$ cat config.mk
export PLATFORM = sky130hd
export DESIGN_NAME = pip_edge_unit
export DESIGN_NICKNAME = d
export VERILOG_FILES = /design/src/hdl/pip_pkg.sv /design/src/hdl/pip_edge_unit.sv
export SDC_FILE = /design/constraint.sdc
export NUM_CORES = 2
export LEC_CHECK = 0
export ABC_CLOCK_PERIOD_IN_PS = 11140
export BUFFER_PORTS_ARGS = -buffer_cell sky130_fd_sc_hd__buf_2
export CAP_MARGIN = 10
export CORE_MARGIN = 8
export CORE_UTILIZATION = 54
export CTS_BUF_LIST = sky130_fd_sc_hd__clkbuf_4 sky130_fd_sc_hd__clkbuf_8
export DETAILED_ROUTE_END_ITERATION = 6
export MAX_ROUTING_LAYER = met4
export PLACE_DENSITY_LB_ADDON = 0.2
export SETUP_SLACK_MARGIN = 0.15
export SLEW_MARGIN = 30
export SYNTH_ARGS = -nofsm -noshare
export SYNTH_HDL_FRONTEND = slang
export SYNTH_SLANG_ARGS = --single-unit
$ cat constraint.sdc
create_clock -name clk -period 11.14 [get_ports clk]
set_clock_uncertainty 0.2 [all_clocks]
set_input_delay 0 -clock clk [delete_from_list [all_inputs] [get_ports clk]]
set_output_delay 0 -clock clk [all_outputs]
set_load 0.005 [all_outputs]
$ cat src/hdl/pip_pkg.sv
// Shared types and codes for the point-in-polygon test block.
package pip_pkg;

    // Request codes on the input channel
    localparam logic REQ_WRITE = 1'b0;
    localparam logic REQ_QUERY = 1'b1;

    // Query sequencer states
    typedef enum logic [1:0] {
        ST_IDLE,
        ST_WALK,
        ST_WAIT,
        ST_OUT
    } state_t;

    // Per-edge result from the edge unit
    typedef struct packed {
        logic vld;
        logic crossed;
    } edge_res_t;

endpackage

$ cat src/hdl/pip_edge_unit.sv
// Two-stage edge evaluation unit: crossing-number test of one edge per cycle.
module pip_edge_unit #(
    parameter int COORD_BITS = 16
) (
    input  logic                         clk,
    input  logic                         rst_n,
    input  logic                         edge_vld,
    input  logic signed [COORD_BITS-1:0] ax,
    input  logic signed [COORD_BITS-1:0] ay,
    input  logic signed [COORD_BITS-1:0] bx,
    input  logic signed [COORD_BITS-1:0] by,
    input  logic signed [COORD_BITS-1:0] px,
    input  logic signed [COORD_BITS-1:0] py,
    output pip_pkg::edge_res_t           res
);
    import pip_pkg::*;

    localparam int DW = COORD_BITS + 1;
    localparam int PW = 2 * DW;

    // Stage A: range tests and differences
    logic                 vld_a_reg, pass_a_reg, vert_a_reg, dpos_a_reg;
    logic signed [DW-1:0] dx_pa_reg, dy_ba_reg, dy_pa_reg, dx_ba_reg;

    // Stage B: cross products
    logic                 vld_b_reg, pass_b_reg, vert_b_reg, dpos_b_reg;
    logic signed [PW-1:0] lhs_reg, rhs_reg;

    logic pass_a;
    logic lhs_le, lhs_ge;

    // y span, x bound; horizontal edges fail the y span
    assign pass_a = (py > ay || py > by) && (py <= ay || py <= by)
                 && (px <= ax || px <= bx);

    // Control flags
    always_ff @(posedge clk or negedge rst_n)
    begin
        if (!rst_n)
        begin
            vld_a_reg <= 1'b0;
            vld_b_reg <= 1'b0;
        end
        else
        begin
            vld_a_reg <= edge_vld;
            vld_b_reg <= vld_a_reg;
        end
    end

    // Datapath, no reset
    always_ff @(posedge clk)
    begin
        pass_a_reg <= pass_a;
        vert_a_reg <= (ax == bx);
        dpos_a_reg <= (by > ay);
        dx_pa_reg  <= $signed({px[COORD_BITS-1], px}) - $signed({ax[COORD_BITS-1], ax});
        dy_ba_reg  <= $signed({by[COORD_BITS-1], by}) - $signed({ay[COORD_BITS-1], ay});
        dy_pa_reg  <= $signed({py[COORD_BITS-1], py}) - $signed({ay[COORD_BITS-1], ay});
        dx_ba_reg  <= $signed({bx[COORD_BITS-1], bx}) - $signed({ax[COORD_BITS-1], ax});

        pass_b_reg <= pass_a_reg;
        vert_b_reg <= vert_a_reg;
        dpos_b_reg <= dpos_a_reg;
        lhs_reg    <= PW'(dx_pa_reg) * PW'(dy_ba_reg);
        rhs_reg    <= PW'(dy_pa_reg) * PW'(dx_ba_reg);
    end

    // Exact test px <= xinters, orientation set by the sign of dy
    assign lhs_le = (lhs_reg <= rhs_reg);
    assign lhs_ge = (lhs_reg >= rhs_reg);

    assign res.vld     = vld_b_reg;
    assign res.crossed = pass_b_reg && (vert_b_reg || (dpos_b_reg ? lhs_le : lhs_ge));

endmodule

==> results.py <==
metrics = {
    "setup_path": {
        "startpoint": "dy_pa_reg[8]",
        "cp-end-kind": "register",
        "crit_chain": "nand2_1 -> fa_1 -> inv_1 -> fa_1 -> fa_1 -> fa_1 -> fa_1 -> inv_1 -> fa_1 -> inv_1 -> ha_1 -> a211o_1 -> a211o_1 -> a31oi_1 -> o31ai_1 -> a221o_1 -> a21oi_1 -> o21ai_1 -> a21oi_1 -> xnor2_1",
        "crit_required_ps": 11350,
        "cp-endpoint": "rhs_reg[33]",
        "crit_fanout": 17,
        "r2r_slack_ps": 4240,
        "path_delay_family": "adder cells",
        "path_class": "reg2reg",
        "path_depth": 20,
        "r2r-start": "dy_pa_reg[8]",
        "r2r_cells": 20,
        "r2r-end": "rhs_reg[33]",
        "slowest_delay_ps": 850,
        "cp_slowest_cell": "dfxtp_1",
        "critPathArrivalTime_ps": 7110,
        "setup.worst_path.start_class": "register",
        "path_buf_inv": 3,
        "path_common_cell": "fa_1",
    },
    "floorplan": {
        "die-area_um2": 62300,
        "row_count": 85,
        "start_util": 0.546,
        "pin_count": 101,
        "core_um2": 53900,
        "dieWidth_um": 250,
        "dieHeight_um": 250,
    },
    "placement": {
        "gp_congestion": 0.957,
        "port_buffers": 100,
        "dp_hpwl_um": 63400,
    },
    "timing": {
        "rsz0062_at_grt": "false",
        "worst_slew_pin_slew_ps": 998,
        "period_share": 0.619,
        "setup_violations": 0,
        "relSlewSlack": 0.334,
        "finalMaxSlewViolations": 0,
        "hold_viol": 0,
        "tns_ps": 0,
        "fin_crit_ps": 6900,
        "fmax_mhz": 145,
    },
    "detailed_routing": {
        "drtIter0Drc": 1265,
        "routed_wl_um": 74700,
        "first_pass_iters": 5,
        "ant_nets": 0,
        "wire_per_inst_um": 18.0,
        "via_per_inst": 5.38,
        "via_count": 22337,
        "drc": 0,
    },
    "clock_network": {
        "path_clk_slew_ps": 100,
        "cts_tree": "done",
        "clockBufferDepth": 2,
        "cts_repair_resize_count": 0,
        "postCtsSetupRepairBufs": 0,
        "root_buffer": "clkbuf_8",
        "cts_htree_levels": 4,
        "clk-insertion-delay-late_ps": 490,
        "numCtsBuffers": 17,
        "clock-sinks": 144,
    },
    "synthesis": {
        "yosys-top-cells-area": "fa_1 (41%), ha_1 (13%), inv_1 (10%), dfxtp_1 (9.7%), and2_1 (6.2%)",
        "synth_edf_count": 0,
        "netlist.area_leader.share": 0.405,
        "syn_nets": 4240,
        "syn_avg_cell_area_um2": 9.08,
        "synthTopCellsByCount": "inv_1 (781), fa_1 (596), nand2_1 (320), ha_1 (303), and2_1 (290)",
        "yosysSeqAreaShare": 0.0982,
        "syn_inst": 3242,
        "yosys_warnings": 0,
        "synthArstFlopShare": 0.0139,
        "yosysTopAreaCell": "fa_1",
        "ys_types": 65,
        "synth_area_um2": 29500,
        "synth_seq_cells": 144,
        "yosys_most_used_dff": "dfxtp_1",
        "yosys.cell_count.top_type": "inv_1",
    },
    "global_route": {
        "grt_overflow": 0,
        "grt_max_degree": 18,
        "antenna_found_initial": 7,
        "grtUsageTotal": 0.255,
        "grt_pass1_wl_um": 124000,
        "grt_pass1_vias": 24916,
    },
    "run": {
        "cap_violations": 0,
    },
    "hold_path": {
        "holdCritPathClass": "in2reg",
    },
    "finish": {
        "drive_gt1_frac": 0.0414,
        "syn2layout_area_growth_pct": 10.5,
        "nNetsFinal": 4435,
    },
    "run_status": {
        "status": "completed",
    },
}
-- cells by family after synthesis --
logic type / synth area share
AO/OA/AOI/OAI: 0.0689
XOR/XNOR: 0.0324
adder cells (fa/ha/maj): 0.534
buffers and inverters: 0.110
flip-flops: 0.0982
multiplexers: 0.00174
AND/OR/NAND/NOR: 0.155
-- layer usage --
| layer | vias up | global-route usage | share of wire |
|---|---|---|---|
| met5 | - | - | 0 |
| met4 | 0 | 0.0657 | 0.026 |
| met3 | 122 | 0.0441 | 0.061 |
| met2 | 673 | 0.429 | 0.49 |
| met1 | 11311 | 0.318 | 0.42 |
| li1 | 10231 | - | - |
-- worst register-to-register path: cells and delay by family (launching register included) --
| family | cells | cell delay [ps] |
|---|---|---|
| buf+inv | 3 | 140 |
| fa+ha+maj | 7 | 3390 |
| compound gates | 8 | 1930 |
| xor+xnor | 1 | 130 |
| simple gates | 1 | 190 |
| flops | 1 | 850 |
-- placed cells by master (no fill, tap or decap), types with 10 or more instances in the layout --
master and n:
a21boi_1 13, a21o_1 42, dlygate4sd3_1 155, a21oi_1 93, fa_1 596, a211oi_1 14
nand3_1 30, inv_1 781, nand4_1 28, nor2_1 107, buf_2 100, ha_1 303
nor3_1 29, o21ai_0 33, nand2_1 320, xor2_1 26, xnor2_1 83, nor2b_1 26
clkbuf_8 17, and2_1 290, and3_1 10, a31oi_1 14, nand2b_1 31, dfxtp_1 141
o21ai_1 31, o21a_1 15
-- layout make-up --
cell class	instances	area (µm²)
tap	696	871
sequential	144	2890
clock buffer	17	234
inverter	781	2930
clock inverter	15	194
timing repair buffer	259	2080
antenna	7	17.5
fill	4652	21400
multi-input combinational	2234	23300
-- how the worst min path moves through the flow --
stage | start | endpoint | cells past startpoint
after global routing | ax[12] | dx_pa_reg[14] | 4
final | ax[12] | dx_pa_reg[14] | 4
after CTS | ay[3] | dy_ba_reg[4] | 7
after detailed placement | rst_n | vld_a_reg | 1
after global placement | rst_n | vld_b_reg | 1
after floorplan | rst_n | vld_a_reg | 0
-- stage by stage --
step	utilization	area, µm²	cells	hold slack (ps)	setup slack (ps)
6_report	0.603	32500	4153	19.4	4240
5_1_grt	0.603	32500	4152	19.0	3870
4_1_cts	0.603	32500	4146	0.601	4260
3_5_place_dp	0.566	30500	3959	-412	4310
3_3_place_gp	0.566	30500	3959	-417	4390
2_1_floorplan	-	29500	3242	-496	4910
-- repair_timing --
item,CTS,global route
hold buffers,155,0
setup endpoints to repair,0,0
hold endpoints to repair,74,0
Power is not shown: default switching activity piles up to over one toggle a cycle in this logic, so the estimate is an artifact.
